**src/sws_pkg.sv**
```systemverilog
// Shared types, widths and constants of the sliding window statistics block.
package sws_pkg;

    localparam int DEPTH_DEFAULT = 16;
    localparam int SAMPLE_W      = 16;
    localparam int VAR_W         = 40;
    localparam int SLOPE_W       = 25;

    // Accumulator widths sized for the largest supported window (64).
    localparam int SUM_W  = 22;
    localparam int SX_W   = 12;
    localparam int SXX_W  = 17;
    localparam int SXY_W  = 28;
    localparam int PROD_W = 34;
    localparam int DEN_W  = 24;
    localparam int SQ_W   = 39;

    // Shared divider widths.
    localparam int DIVN_W = 48;
    localparam int DIVD_W = 24;

    localparam logic [VAR_W-1:0] VAR_FALLBACK = VAR_W'(256000);
    localparam int MIN_VAR_N   = 3;
    localparam int MIN_SLOPE_N = 2;

    typedef enum logic {
        OP_STORE = 1'b0,
        OP_CLEAR = 1'b1
    } op_t;

    typedef struct packed {
        op_t                 op;
        logic [SAMPLE_W-1:0] sample;
    } cmd_t;

endpackage

```
**src/sliding_window_sample_statistics.sv**
```systemverilog
// Top level of the sliding window sample statistics block.
//
//   channel   direction  handshake          payload
//   s_        in         s_valid / s_ready  s_kind, s_sample
//   m_        out        m_valid / m_ready  m_count, m_full_res, m_newest, m_mean,
//                                           m_variance_q8, m_slope_q8
//
// A store request with n samples held afterwards (n of three or more) makes
// two walks over the window RAM, one read per cycle, and three passes
// through the shared 48-step divider (mean, variance and slope). With one
// sample only the mean divide runs; with two the variance pass is skipped.
// A clear request goes straight to the result. Every request passes through
// the front queue before it reaches the back end.
// Reset (aresetn low, synchronous) empties the window and the request queue.
// The front queue holds two requests and keeps accepting until full while a
// result waits on m_ready; the back end holds its result until taken.
module sliding_window_sample_statistics #(
    parameter int WINDOW_DEPTH = sws_pkg::DEPTH_DEFAULT
) (
    input  logic                                aclk,
    input  logic                                aresetn,
    input  logic                                s_valid,
    output logic                                s_ready,
    input  logic                                s_kind,
    input  logic [sws_pkg::SAMPLE_W-1:0]        s_sample,
    output logic                                m_valid,
    input  logic                                m_ready,
    output logic [$clog2(WINDOW_DEPTH+1)-1:0]   m_count,
    output logic                                m_full_res,
    output logic [sws_pkg::SAMPLE_W-1:0]        m_newest,
    output logic [sws_pkg::SAMPLE_W-1:0]        m_mean,
    output logic [sws_pkg::VAR_W-1:0]           m_variance_q8,
    output logic signed [sws_pkg::SLOPE_W-1:0]  m_slope_q8
);

    // decoded requests handed from front to back
    sws_pkg::cmd_t cmd;
    logic          cmd_valid;
    logic          cmd_ready;

    sws_front u_front (
        .aclk     (aclk),
        .aresetn  (aresetn),
        .s_valid  (s_valid),
        .s_ready  (s_ready),
        .s_kind   (s_kind),
        .s_sample (s_sample),
        .cmd_valid(cmd_valid),
        .cmd_ready(cmd_ready),
        .cmd      (cmd)
    );

    sws_back #(
        .WINDOW_DEPTH(WINDOW_DEPTH)
    ) u_back (
        .aclk         (aclk),
        .aresetn      (aresetn),
        .cmd_valid    (cmd_valid),
        .cmd_ready    (cmd_ready),
        .cmd          (cmd),
        .m_valid      (m_valid),
        .m_ready      (m_ready),
        .m_count      (m_count),
        .m_full_res   (m_full_res),
        .m_newest     (m_newest),
        .m_mean       (m_mean),
        .m_variance_q8(m_variance_q8),
        .m_slope_q8   (m_slope_q8)
    );

endmodule

```
**src/sws_ram.sv**
```systemverilog
// Generic simple dual-port RAM with registered read.
module sws_ram #(
    parameter int WIDTH = 16,
    parameter int DEPTH = 16
) (
    input  logic                     aclk,
    input  logic                     we,
    input  logic [$clog2(DEPTH)-1:0] waddr,
    input  logic [WIDTH-1:0]         wdata,
    input  logic [$clog2(DEPTH)-1:0] raddr,
    output logic [WIDTH-1:0]         rdata
);

    logic [WIDTH-1:0] mem [DEPTH];

    always_ff @(posedge aclk) begin
        if (we) begin
            mem[waddr] <= wdata;
        end
        rdata <= mem[raddr];
    end

endmodule

```
**src/sws_div.sv**
```systemverilog
// Restoring divider, one quotient bit per cycle.
module sws_div (
    input  logic                       aclk,
    input  logic                       aresetn,
    input  logic                       start,
    input  logic [sws_pkg::DIVN_W-1:0] dividend,
    input  logic [sws_pkg::DIVD_W-1:0] divisor,
    output logic                       done,
    output logic [sws_pkg::DIVN_W-1:0] quotient
);

    localparam int N  = sws_pkg::DIVN_W;
    localparam int D  = sws_pkg::DIVD_W;
    localparam int SW = $clog2(N + 1);

    logic [N-1:0]  q_reg, q_next;
    logic [D-1:0]  r_reg, r_next;
    logic [D-1:0]  d_reg, d_next;
    logic [SW-1:0] step_reg, step_next;
    logic          done_reg, done_next;
    logic [D:0]    trial;

    always_comb begin
        q_next    = q_reg;
        r_next    = r_reg;
        d_next    = d_reg;
        step_next = step_reg;
        done_next = 1'b0;
        trial     = {r_reg, q_reg[N-1]};
        if (start) begin
            q_next    = dividend;
            r_next    = '0;
            d_next    = divisor;
            step_next = SW'(N);
        end else if (step_reg != '0) begin
            if (trial >= {1'b0, d_reg}) begin
                r_next = D'(trial - {1'b0, d_reg});
                q_next = {q_reg[N-2:0], 1'b1};
            end else begin
                r_next = trial[D-1:0];
                q_next = {q_reg[N-2:0], 1'b0};
            end
            step_next = step_reg - SW'(1);
            done_next = (step_reg == SW'(1));
        end
    end

    always_ff @(posedge aclk) begin
        if (!aresetn) begin
            step_reg <= '0;
            done_reg <= 1'b0;
        end else begin
            step_reg <= step_next;
            done_reg <= done_next;
        end
        q_reg <= q_next;
        r_reg <= r_next;
        d_reg <= d_next;
    end

    assign done     = done_reg;
    assign quotient = q_reg;

endmodule

```
**src/sws_front.sv**
```systemverilog
// Front end: accept requests, classify them and queue them for the back end.
module sws_front (
    input  logic                         aclk,
    input  logic                         aresetn,
    input  logic                         s_valid,
    output logic                         s_ready,
    input  logic                         s_kind,
    input  logic [sws_pkg::SAMPLE_W-1:0] s_sample,
    output logic                         cmd_valid,
    input  logic                         cmd_ready,
    output sws_pkg::cmd_t                cmd
);

    sws_pkg::cmd_t q0_reg, q0_next;
    sws_pkg::cmd_t q1_reg, q1_next;
    logic [1:0]    fill_reg, fill_next;
    sws_pkg::cmd_t incoming;
    logic          push, pop;

    always_comb begin
        incoming.op     = s_kind ? sws_pkg::OP_CLEAR : sws_pkg::OP_STORE;
        incoming.sample = s_sample;
        push      = s_valid && s_ready;
        pop       = cmd_valid && cmd_ready;
        q0_next   = q0_reg;
        q1_next   = q1_reg;
        fill_next = fill_reg;
        // advance the head, then append behind whatever remains
        if (pop) begin
            q0_next = q1_reg;
        end
        if (push) begin
            if ((fill_reg == 2'd0) || ((fill_reg == 2'd1) && pop)) begin
                q0_next = incoming;
            end else begin
                q1_next = incoming;
            end
        end
        case ({push, pop})
            2'b10:   fill_next = fill_reg + 2'd1;
            2'b01:   fill_next = fill_reg - 2'd1;
            default: fill_next = fill_reg;
        endcase
    end

    always_ff @(posedge aclk) begin
        if (!aresetn) begin
            fill_reg <= 2'd0;
        end else begin
            fill_reg <= fill_next;
        end
        q0_reg <= q0_next;
        q1_reg <= q1_next;
    end

    assign s_ready   = (fill_reg != 2'd2);
    assign cmd_valid = (fill_reg != 2'd0);
    assign cmd       = q0_reg;

endmodule

```
**src/sws_back.sv**
```systemverilog
// Back end: update the window, walk it and compute the statistics.
module sws_back #(
    parameter int WINDOW_DEPTH = sws_pkg::DEPTH_DEFAULT
) (
    input  logic                                 aclk,
    input  logic                                 aresetn,
    input  logic                                 cmd_valid,
    output logic                                 cmd_ready,
    input  sws_pkg::cmd_t                        cmd,
    output logic                                 m_valid,
    input  logic                                 m_ready,
    output logic [$clog2(WINDOW_DEPTH+1)-1:0]    m_count,
    output logic                                 m_full_res,
    output logic [sws_pkg::SAMPLE_W-1:0]         m_newest,
    output logic [sws_pkg::SAMPLE_W-1:0]         m_mean,
    output logic [sws_pkg::VAR_W-1:0]            m_variance_q8,
    output logic signed [sws_pkg::SLOPE_W-1:0]   m_slope_q8
);

    localparam int CW  = $clog2(WINDOW_DEPTH + 1);
    localparam int PW  = $clog2(WINDOW_DEPTH);
    localparam int YW  = sws_pkg::SAMPLE_W;
    localparam int NW  = sws_pkg::DIVN_W;
    localparam int DW  = sws_pkg::DIVD_W;
    localparam int SUM = sws_pkg::SUM_W;
    localparam int SXW = sws_pkg::SX_W;
    localparam int SQW = sws_pkg::SXX_W;
    localparam int XYW = sws_pkg::SXY_W;
    localparam int PRW = sws_pkg::PROD_W;
    localparam int DNW = sws_pkg::DEN_W;
    localparam int VQW = sws_pkg::SQ_W;
    localparam int SLW = sws_pkg::SLOPE_W;

    typedef enum logic [3:0] {
        ST_IDLE, ST_WALK1, ST_MDIV, ST_WALK2, ST_VDIV,
        ST_SPROD, ST_SDIFF, ST_SDIV, ST_OUT
    } state_t;

    state_t state_reg, state_next;

    logic [CW-1:0]  cnt_reg, cnt_next;
    logic [PW-1:0]  wp_reg, wp_next;
    logic [PW-1:0]  start_reg, start_next;
    logic [PW-1:0]  addr_reg, addr_next;
    logic [CW-1:0]  issue_reg, issue_next;
    logic [CW-1:0]  k_reg, k_next;
    logic           rd_vld_reg, rd_vld_next;
    logic           sq_vld_reg, sq_vld_next;
    logic           go_reg, go_next;

    logic [SUM-1:0] sum_reg, sum_next;
    logic [SXW-1:0] sx_reg, sx_next;
    logic [SQW-1:0] sxx_reg, sxx_next;
    logic [XYW-1:0] sxy_reg, sxy_next;
    logic [2*YW-1:0] prod_reg, prod_next;
    logic [VQW-1:0] sq_reg, sq_next;
    logic [PRW-1:0] p1_reg, p1_next, p2_reg, p2_next;
    logic [DNW-1:0] p3_reg, p3_next, p4_reg, p4_next;
    logic           neg_reg, neg_next;
    logic [NW-1:0]  dvd_reg, dvd_next;
    logic [DW-1:0]  dvs_reg, dvs_next;
    logic [YW-1:0]  newest_reg, newest_next;
    logic [YW-1:0]  mean_reg, mean_next;
    logic [sws_pkg::VAR_W-1:0] var_reg, var_next;
    logic [SLW-1:0] slope_reg, slope_next;

    logic           ram_we;
    logic [YW-1:0]  ram_rdata;
    logic           div_done;
    logic [NW-1:0]  div_quot;

    logic [CW-1:0]  kp1;
    logic [CW-1:0]  cnt_new;
    logic [PW-1:0]  wp_new;
    logic [PW+1:0]  start_tmp;
    logic [YW-1:0]  diff;
    logic [VQW-1:0] sq_fin;
    logic signed [PRW:0] num;
    logic [PRW-1:0] mag;
    logic [DNW-1:0] den;
    logic [NW-1:0]  neg_quot;

    sws_ram #(
        .WIDTH(YW),
        .DEPTH(WINDOW_DEPTH)
    ) u_ram (
        .aclk (aclk),
        .we   (ram_we),
        .waddr(wp_reg),
        .wdata(cmd.sample),
        .raddr(addr_reg),
        .rdata(ram_rdata)
    );

    sws_div u_div (
        .aclk    (aclk),
        .aresetn (aresetn),
        .start   (go_reg),
        .dividend(dvd_reg),
        .divisor (dvs_reg),
        .done    (div_done),
        .quotient(div_quot)
    );

    always_comb begin
        state_next  = state_reg;
        cnt_next    = cnt_reg;
        wp_next     = wp_reg;
        start_next  = start_reg;
        addr_next   = addr_reg;
        issue_next  = issue_reg;
        k_next      = k_reg;
        rd_vld_next = 1'b0;
        sq_vld_next = 1'b0;
        go_next     = 1'b0;
        sum_next    = sum_reg;
        sx_next     = sx_reg;
        sxx_next    = sxx_reg;
        sxy_next    = sxy_reg;
        prod_next   = prod_reg;
        sq_next     = sq_reg;
        p1_next     = p1_reg;
        p2_next     = p2_reg;
        p3_next     = p3_reg;
        p4_next     = p4_reg;
        neg_next    = neg_reg;
        dvd_next    = dvd_reg;
        dvs_next    = dvs_reg;
        newest_next = newest_reg;
        mean_next   = mean_reg;
        var_next    = var_reg;
        slope_next  = slope_reg;
        cmd_ready   = 1'b0;
        ram_we      = 1'b0;

        kp1     = k_reg + CW'(1);
        wp_new  = (wp_reg == PW'(WINDOW_DEPTH - 1)) ? '0 : wp_reg + PW'(1);
        cnt_new = (cnt_reg == CW'(WINDOW_DEPTH)) ? cnt_reg : cnt_reg + CW'(1);
        start_tmp = (PW+2)'(wp_new) + (PW+2)'(WINDOW_DEPTH) - (PW+2)'(cnt_new);
        if (start_tmp >= (PW+2)'(WINDOW_DEPTH)) begin
            start_tmp = start_tmp - (PW+2)'(WINDOW_DEPTH);
        end
        diff   = (ram_rdata >= mean_reg) ? ram_rdata - mean_reg : mean_reg - ram_rdata;
        sq_fin = sq_reg + VQW'(prod_reg);
        num    = $signed({1'b0, p1_reg}) - $signed({1'b0, p2_reg});
        mag    = num[PRW] ? PRW'(-num) : num[PRW-1:0];
        den    = p3_reg - p4_reg;
        neg_quot = -div_quot;

        // read issue shared by both window walks
        if ((state_reg == ST_WALK1) || (state_reg == ST_WALK2)) begin
            if (issue_reg < cnt_reg) begin
                rd_vld_next = 1'b1;
                issue_next  = issue_reg + CW'(1);
                addr_next   = (addr_reg == PW'(WINDOW_DEPTH - 1)) ? '0 : addr_reg + PW'(1);
            end
        end

        case (state_reg)
            ST_IDLE: begin
                cmd_ready = 1'b1;
                if (cmd_valid) begin
                    mean_next  = '0;
                    var_next   = sws_pkg::VAR_FALLBACK;
                    slope_next = '0;
                    if (cmd.op == sws_pkg::OP_CLEAR) begin
                        cnt_next    = '0;
                        wp_next     = '0;
                        newest_next = '0;
                        state_next  = ST_OUT;
                    end else begin
                        ram_we      = 1'b1;
                        cnt_next    = cnt_new;
                        wp_next     = wp_new;
                        newest_next = cmd.sample;
                        start_next  = start_tmp[PW-1:0];
                        addr_next   = start_tmp[PW-1:0];
                        issue_next  = '0;
                        k_next      = '0;
                        sum_next    = '0;
                        sx_next     = '0;
                        sxx_next    = '0;
                        sxy_next    = '0;
                        state_next  = ST_WALK1;
                    end
                end
            end
            ST_WALK1: begin
                if (rd_vld_reg) begin
                    sum_next = sum_reg + SUM'(ram_rdata);
                    sx_next  = sx_reg + SXW'(kp1);
                    sxx_next = sxx_reg + SQW'(SQW'(kp1) * SQW'(kp1));
                    sxy_next = sxy_reg + XYW'(XYW'(kp1) * XYW'(ram_rdata));
                    k_next   = kp1;
                    if (kp1 == cnt_reg) begin
                        dvd_next   = NW'(sum_next) + NW'(cnt_reg >> 1);
                        dvs_next   = DW'(cnt_reg);
                        go_next    = 1'b1;
                        state_next = ST_MDIV;
                    end
                end
            end
            ST_MDIV: begin
                if (div_done) begin
                    mean_next = div_quot[YW-1:0];
                    if (cnt_reg >= CW'(sws_pkg::MIN_VAR_N)) begin
                        addr_next  = start_reg;
                        issue_next = '0;
                        k_next     = '0;
                        sq_next    = '0;
                        state_next = ST_WALK2;
                    end else if (cnt_reg >= CW'(sws_pkg::MIN_SLOPE_N)) begin
                        state_next = ST_SPROD;
                    end else begin
                        state_next = ST_OUT;
                    end
                end
            end
            ST_WALK2: begin
                if (rd_vld_reg) begin
                    prod_next   = (2*YW)'(diff) * (2*YW)'(diff);
                    sq_vld_next = 1'b1;
                end
                if (sq_vld_reg) begin
                    sq_next = sq_fin;
                    k_next  = kp1;
                    if (kp1 == cnt_reg) begin
                        dvd_next   = NW'({sq_fin + VQW'({cnt_reg, 1'b0}), 8'b0});
                        dvs_next   = DW'(cnt_reg);
                        go_next    = 1'b1;
                        state_next = ST_VDIV;
                    end
                end
            end
            ST_VDIV: begin
                if (div_done) begin
                    var_next   = div_quot[sws_pkg::VAR_W-1:0];
                    state_next = ST_SPROD;
                end
            end
            ST_SPROD: begin
                p1_next    = PRW'(PRW'(cnt_reg) * PRW'(sxy_reg));
                p2_next    = PRW'(PRW'(sx_reg) * PRW'(sum_reg));
                p3_next    = DNW'(DNW'(cnt_reg) * DNW'(sxx_reg));
                p4_next    = DNW'(DNW'(sx_reg) * DNW'(sx_reg));
                state_next = ST_SDIFF;
            end
            ST_SDIFF: begin
                neg_next   = num[PRW];
                dvd_next   = NW'({mag, 8'b0});
                dvs_next   = DW'(den);
                go_next    = 1'b1;
                state_next = ST_SDIV;
            end
            ST_SDIV: begin
                if (div_done) begin
                    slope_next = neg_reg ? neg_quot[SLW-1:0] : div_quot[SLW-1:0];
                    state_next = ST_OUT;
                end
            end
            ST_OUT: begin
                if (m_ready) begin
                    state_next = ST_IDLE;
                end
            end
            default: begin
                state_next = ST_IDLE;
            end
        endcase
    end

    always_ff @(posedge aclk) begin
        if (!aresetn) begin
            state_reg  <= ST_IDLE;
            cnt_reg    <= '0;
            wp_reg     <= '0;
            rd_vld_reg <= 1'b0;
            sq_vld_reg <= 1'b0;
            go_reg     <= 1'b0;
        end else begin
            state_reg  <= state_next;
            cnt_reg    <= cnt_next;
            wp_reg     <= wp_next;
            rd_vld_reg <= rd_vld_next;
            sq_vld_reg <= sq_vld_next;
            go_reg     <= go_next;
        end
        start_reg  <= start_next;
        addr_reg   <= addr_next;
        issue_reg  <= issue_next;
        k_reg      <= k_next;
        sum_reg    <= sum_next;
        sx_reg     <= sx_next;
        sxx_reg    <= sxx_next;
        sxy_reg    <= sxy_next;
        prod_reg   <= prod_next;
        sq_reg     <= sq_next;
        p1_reg     <= p1_next;
        p2_reg     <= p2_next;
        p3_reg     <= p3_next;
        p4_reg     <= p4_next;
        neg_reg    <= neg_next;
        dvd_reg    <= dvd_next;
        dvs_reg    <= dvs_next;
        newest_reg <= newest_next;
        mean_reg   <= mean_next;
        var_reg    <= var_next;
        slope_reg  <= slope_next;
    end

    assign m_valid       = (state_reg == ST_OUT);
    assign m_count       = cnt_reg;
    assign m_full_res    = (cnt_reg == CW'(WINDOW_DEPTH));
    assign m_newest      = newest_reg;
    assign m_mean        = mean_reg;
    assign m_variance_q8 = var_reg;
    assign m_slope_q8    = $signed(slope_reg);

endmodule

```
**config.mk**
```make
export PLATFORM = sky130hd
export DESIGN_NAME = sliding_window_sample_statistics
export DESIGN_NICKNAME = d
export VERILOG_FILES = /design/src/sws_pkg.sv /design/src/sliding_window_sample_statistics.sv /design/src/sws_ram.sv /design/src/sws_div.sv /design/src/sws_front.sv /design/src/sws_back.sv
export SDC_FILE = /design/constraint.sdc
export NUM_CORES = 2
export LEC_CHECK = 0
export ABC_AREA = 1
export BUFFER_PORTS_ARGS = -buffer_cell sky130_fd_sc_hd__buf_2
export CORE_ASPECT_RATIO = 0.5
export CORE_MARGIN = 4
export CORE_UTILIZATION = 60
export DETAILED_ROUTE_END_ITERATION = 8
export GPL_TIMING_DRIVEN = 0
export PLACE_DENSITY = 0.77
export SYNTH_ARGS = -nofsm -noshare
export SYNTH_HDL_FRONTEND = slang
export SYNTH_HIERARCHICAL = 1
export SYNTH_SLANG_ARGS = --single-unit
```
**constraint.sdc**
```tcl
create_clock -name aclk -period 26.5 [get_ports aclk]
set_input_delay 2.65 -clock aclk [delete_from_list [all_inputs] [get_ports aclk]]
set_output_delay 2.65 -clock aclk [all_outputs]
set_load 0.01 [all_outputs]
```
# == Word-level counts from Yosys, hierarchy flattened ==
# Memories as Yosys holds them, arrays and structs flattened. A register that Yosys moved wholly into a read port is not among the register bits.
# Index checks and enable logic that the tools add are counted.
# totals
elab_cells,248
output_inout_bits,105
mem_count,1
ff_bits,606
mem_bits_rw,256
# op_classes
bitwise,4
muxes,104
add_sub_neg,25
n_reduce_logical,35
eq_ne,28
n_lt_le_gt_ge,6
multipliers,7
# memory_table
name,depth,word_bits,read_ports,rd_clocked_by_memory_dff,write_ports,line,rtl
u_back.u_ram.mem,16,16,1,1,1,sws_ram.sv:14,logic [WIDTH-1:0] mem [DEPTH];
# ops
operator,n
2-to-1 mux 48 bit,6
one-hot mux 48 bit (3 select lines),1
2-to-1 mux 39 bit,3
2-to-1 mux 17 bit,6
2-to-1 mux 24 bit,4
2-to-1 mux 4 bit,22
2-to-1 mux 28 bit,3
2-to-1 mux 40 bit,2
one-hot mux 40 bit (2 select lines),1
one-hot mux 39 bit (2 select lines),1
2-to-1 mux 25 bit,3
one-hot mux 24 bit (3 select lines),1
2-to-1 mux 5 bit,14
2-to-1 mux 22 bit,3
one-hot mux 28 bit (2 select lines),1
one-hot mux 25 bit (2 select lines),1
2-to-1 mux 16 bit,3
one-hot mux 22 bit (2 select lines),1
adder 39 x 32 -> 39 bit,1
adder 39 x 6 -> 39 bit,1
2-to-1 mux 12 bit,3
one-hot mux 4 bit (9 select lines),1
subtractor 33 x 34 -> 35 bit,1
multiplier 12 x 22 -> 34 bit,1
68 further kinds,125

# == Longest topological paths before layout ==
# depth
ltp_word,9
ltp_mapped,41
mapped_depth_nobuf,39

# == Cells and area by module ==
# Netlist, hierarchy kept.
# modules_own_cells
module,seq_area_each_um2,area_each_um2,n_inst,cells_each
sws_back,13683.1,59574.6,1,7692
sws_ram,8007.7,11388.4,1,1074
sws_div,2782.7,6264.8,1,857
sws_front,890.9,1571.5,1,173

# == Worst setup path before layout ==
# OpenSTA, ideal clock, no wires.
# synth_path
path_kind,register to register
startpoint,register u_front.fill_reg[0]
endpoint,register u_back.sum_reg[0] (enable)
arrival_time_ns,8.682
path_stages_with_launch,10
t_required_ns,25.789
path_slack_ns,17.107
cell_sequence,dfxtp_1 > inv_1 > ha_1 > inv_2 > buf_6 > buf_4 > inv_1 > nor2_1 > nor2_1 > nor4_1
# synth_via
elab_chain_len,3
# synth_rtl
item,line,rtl
from (decl),sws_front.sv:16,"logic [1:0] fill_reg, fill_next;"
from (signal assigned),sws_front.sv:50,fill_reg <= fill_next;
nonzero test 2 bit,sws_front.sv:57,assign cmd_valid = (fill_reg != 2'd0);
via cmd_valid,sliding_window_sample_statistics.sv:38,logic cmd_valid;
!= test 2 bit (no source line),--,
AND reduction 4 bit (no source line),--,
to (signal assigned),sws_back.sv:292,sum_reg <= sum_next;
to (decl),sws_back.sv:51,"logic [SUM-1:0] sum_reg, sum_next;"
# The timed path passes the listed nets, and every way through them passes these cells.
# A chain may end at the register's enable or synchronous reset.

# == Final worst setup path ==
# layout_path
startpoint,register u_back.u_ram.rdata[0] (read register of u_back.u_ram.mem)
endpoint,register u_back.prod_reg[25] (data pin)
# layout_via
elab_chain_len,3
# layout_rtl
item,line,rtl
from (decl),sws_ram.sv:11,output logic [WIDTH-1:0] rdata
subtractor 16 bit or greater-or-equal comparator 16 bit (tied branches),sws_back.sv:143,diff = (ram_rdata >= mean_reg) ? ram_rdata - mean_reg : mean_reg - ram_rdata;
2-to-1 mux 16 bit *,sws_back.sv:143,
multiplier 16 x 16 -> 32 bit *,sws_back.sv:221,prod_next = (2*YW)'(diff) * (2*YW)'(diff);
to (signal assigned),sws_back.sv:296,prod_reg <= prod_next;
to (decl),sws_back.sv:55,"logic [2*YW-1:0] prod_reg, prod_next;"
# Every way passes the cells marked *; elsewhere a longest branch is shown, timed or not.

==> results.sh <==
export IMPL_multi_input_area_sq_um=44600
export IMPL_die_area_sq_um=138000
export IMPL_grt_pass1_vias=62700
export IMPL_reg2reg_from="u_back/u_ram/rdata[0]"
export IMPL_dp_hpwl_microns=188000
export IMPL_status="finished clean"
export IMPL_wl_microns=232000
export IMPL_grt_usage_pct=33.6
export IMPL_wl_per_cell_microns=19.6
export IMPL_cp_top_family="adder cells"
export IMPL_route_met2_wl_microns=99200
export IMPL_end_kind="flop"
export IMPL_vias_per_cell=5.57
export IMPL_clk_pin_slew_ns=0.07
export IMPL_slew_viol_final=0
export IMPL_worst_path_largest_cell_delay_ns=0.80
export IMPL_start_kind="flop"
export IMPL_final_cell_mix="2683 x nand2_1, 2017 x inv_1, 784 x edfxtp_1"
export IMPL_clock_sinks=875
export IMPL_hold_viol=0
export IMPL_whs_path_depth=0
export IMPL_grt_setup_unrepaired="no"
export IMPL_synthDominantAreaCellType="edfxtp_1"
export IMPL_synth_area_per_cell_sq_um=8.04
export IMPL_syn_area_sq_um=78800
export IMPL_fin_skew_ns=0.0486
export IMPL_synth_seq_area_share_pct=32.2
export IMPL_via_count=66100
export IMPL_num_rows=93
export IMPL_hp_class="flop to flop"
export IMPL_antenna_found_initial=9
export IMPL_portBuffers=125
export IMPL_die_y_microns=264
export IMPL_regArea_sq_um=25400
export IMPL_drive_above_1_share_pct=5.98
export IMPL_cts_inserted_buffers=80
export IMPL_routed_top_layer="met5"
export IMPL_async_flop_share_pct=0
export IMPL_ys_flop_type="edfxtp_1"
export IMPL_timing_critical_path_mode_cell="nand2_1"
export IMPL_overflow=0
export IMPL_crit_arrival_ns=9.60
export IMPL_synth_edf_count=784
export IMPL_cts_tree="yes"
export IMPL_critical_path_class="flop to flop"
export IMPL_synthesis_nets=11000
export IMPL_start_util_pct=60.8
export IMPL_drtPass1Iterations=7
export IMPL_grt_first_pass_wirelength_microns=356000
export IMPL_ios=126
export IMPL_postCtsHoldBufs=0
export IMPL_fin_crit_sh_pct=34.7
export IMPL_setup_tns_ns=0
export IMPL_ys_warn_count=6
export IMPL_final_common_cell="nand2_1"
export IMPL_reg2regPathDepth=34
export IMPL_drc_errors=0
export IMPL_area_growth_pct=7.90
export IMPL_synth_top_area_share_pct=29.9
export IMPL_drtIter0Drc=7472
export IMPL_maxSlewHeadroom_pct=3.72
export IMPL_insertion_delay_ns=0.72
export IMPL_critPathLaunch="u_back/u_ram/rdata[0]"
export IMPL_critPathBufInv=9
export IMPL_ys_ff_latch=875
export IMPL_min_from="u_back/dvs_reg[10]"
export IMPL_post_route_min_period_ns=9.19
export IMPL_crit_fanout=10
export IMPL_ys_types=65
export IMPL_synth_area_top_cells="edfxtp_1 30%, fa_1 16%, nand2_1 13%"
export IMPL_tightest_slew_ns=1.44
export IMPL_ctsResizeCount=0
export IMPL_slowest_stage="dfxtp_1"
export IMPL_gp_congestion=1.02
export IMPL_cts_setup_buffers=0
export IMPL_reg2reg_to="u_back/prod_reg[25]"
export IMPL_setup_violations=0
export IMPL_rrSetupSlack_ns=17.31
export IMPL_hold_path_end="u_back/u_div/d_reg[10]"
export IMPL_cts_buffer_depth=3
export IMPL_nNetsFinal=11300
export IMPL_antenna_left=0
export IMPL_cts_root_buf="clkbuf_16"
export IMPL_syn_inst=9796
export IMPL_h_tree_depth=3
export IMPL_core_area_sq_um=130000
export IMPL_drv_cap=0
export IMPL_met1_length_microns=93300
export IMPL_fp_dieW_microns=521
export IMPL_grt_start_max_net_pins=56
export IMPL_fmax_mhz=109
export IMPL_largest_reg_flops=256
export IMPL_critPathRequiredTime_ns=26.92
export IMPL_wl_met3_microns=27600
export IMPL_fillers=10800
==> layout make-up <==
class                           instances  area share (%)
Antenna cell                            2         0.00589
Timing Repair Buffer                  170            1.42
Clock inverter                         49           0.658
Sequential cell                       875            29.8
Clock buffer                           99            2.52
Buffer                                253            1.39
Tap cell                             1757            2.59
Inverter                             2066            9.13
Multi-Input combinational cell       6602            52.5
==> per-stage QoR <==
| step | hold slack, ns | setup slack, ns | cells | utilization [%] | area, sq um |
|---|---|---|---|---|---|
| final | 0.402 | 17.31 | 11900 | 65.7 | 85000 |
| after global routing | 0.419 | 17.07 | 11900 | 65.6 | 85000 |
| after CTS | 0.404 | 17.55 | 11900 | 65.6 | 85000 |
| after floorplan | 0.400 | 17.11 | 9796 | - | 78800 |
| after global placement | 0.404 | 11.59 | 11700 | 63.0 | 81600 |
| after detailed placement | 0.405 | 17.65 | 11700 | 63.6 | 82300 |
==> routing by layer <==
| layer | up-vias | track usage, % |
|---|---|---|
| met2 | 3349 | 50.8 |
| met3 | 570 | 7.97 |
| met4 | 10 | 14.9 |
| li1 | 31000 | - |
| met5 | - | 0 |
| met1 | 31100 | 46.3 |
==> logic make-up (layout without fill, tap and decap cells) <==
family,Yosys count,in the layout,synth area share [%]
AND/OR/NAND/NOR,4283,4283,22.6
buffers and inverters,2319,2637,11.3
adder cells (fa/ha/maj),1193,1193,25.1
AO/OA/AOI/OAI,911,911,6.35
flip-flops,875,875,32.2
XOR/XNOR,214,214,2.41
other,1,3,0.00476
==> worst max path at each step <==
stage / depth (start not counted) / to / slack, ns
after floorplan: 9 / u_back/sum_reg[0] / 17.11
after global placement: 9 / u_back/sxy_reg[19] / 11.59
after detailed placement: 31 / u_back/prod_reg[25] / 17.65
after CTS: 34 / u_back/prod_reg[25] / 17.55
after global routing: 30 / u_back/prod_reg[25] / 17.07
final: 34 / u_back/prod_reg[25] / 17.31
==> synth_stat cells (21+ instances only) <==
library cell,instances
a21oi_1,444
inv_2,36
fa_1,647
inv_1,2017
xor2_1,145
buf_2,43
edfxtp_1,784
nand3b_1,25
xnor2_1,66
buf_4,23
nand2_1,2683
a21o_1,27
nor2_2,32
o21a_1,25
nor3_1,67
nand3_1,538
nand4_1,58
a31oi_1,35
dfxtp_1,91
nand2_2,47
ha_1,546
nor2_1,742
clkbuf_1,154
o21ai_0,265
buf_1,21
o21ai_1,22
Power is left out: the tool's default activity adds up to more than one toggle a clock period on the data nets, which glitch-free logic cannot reach.
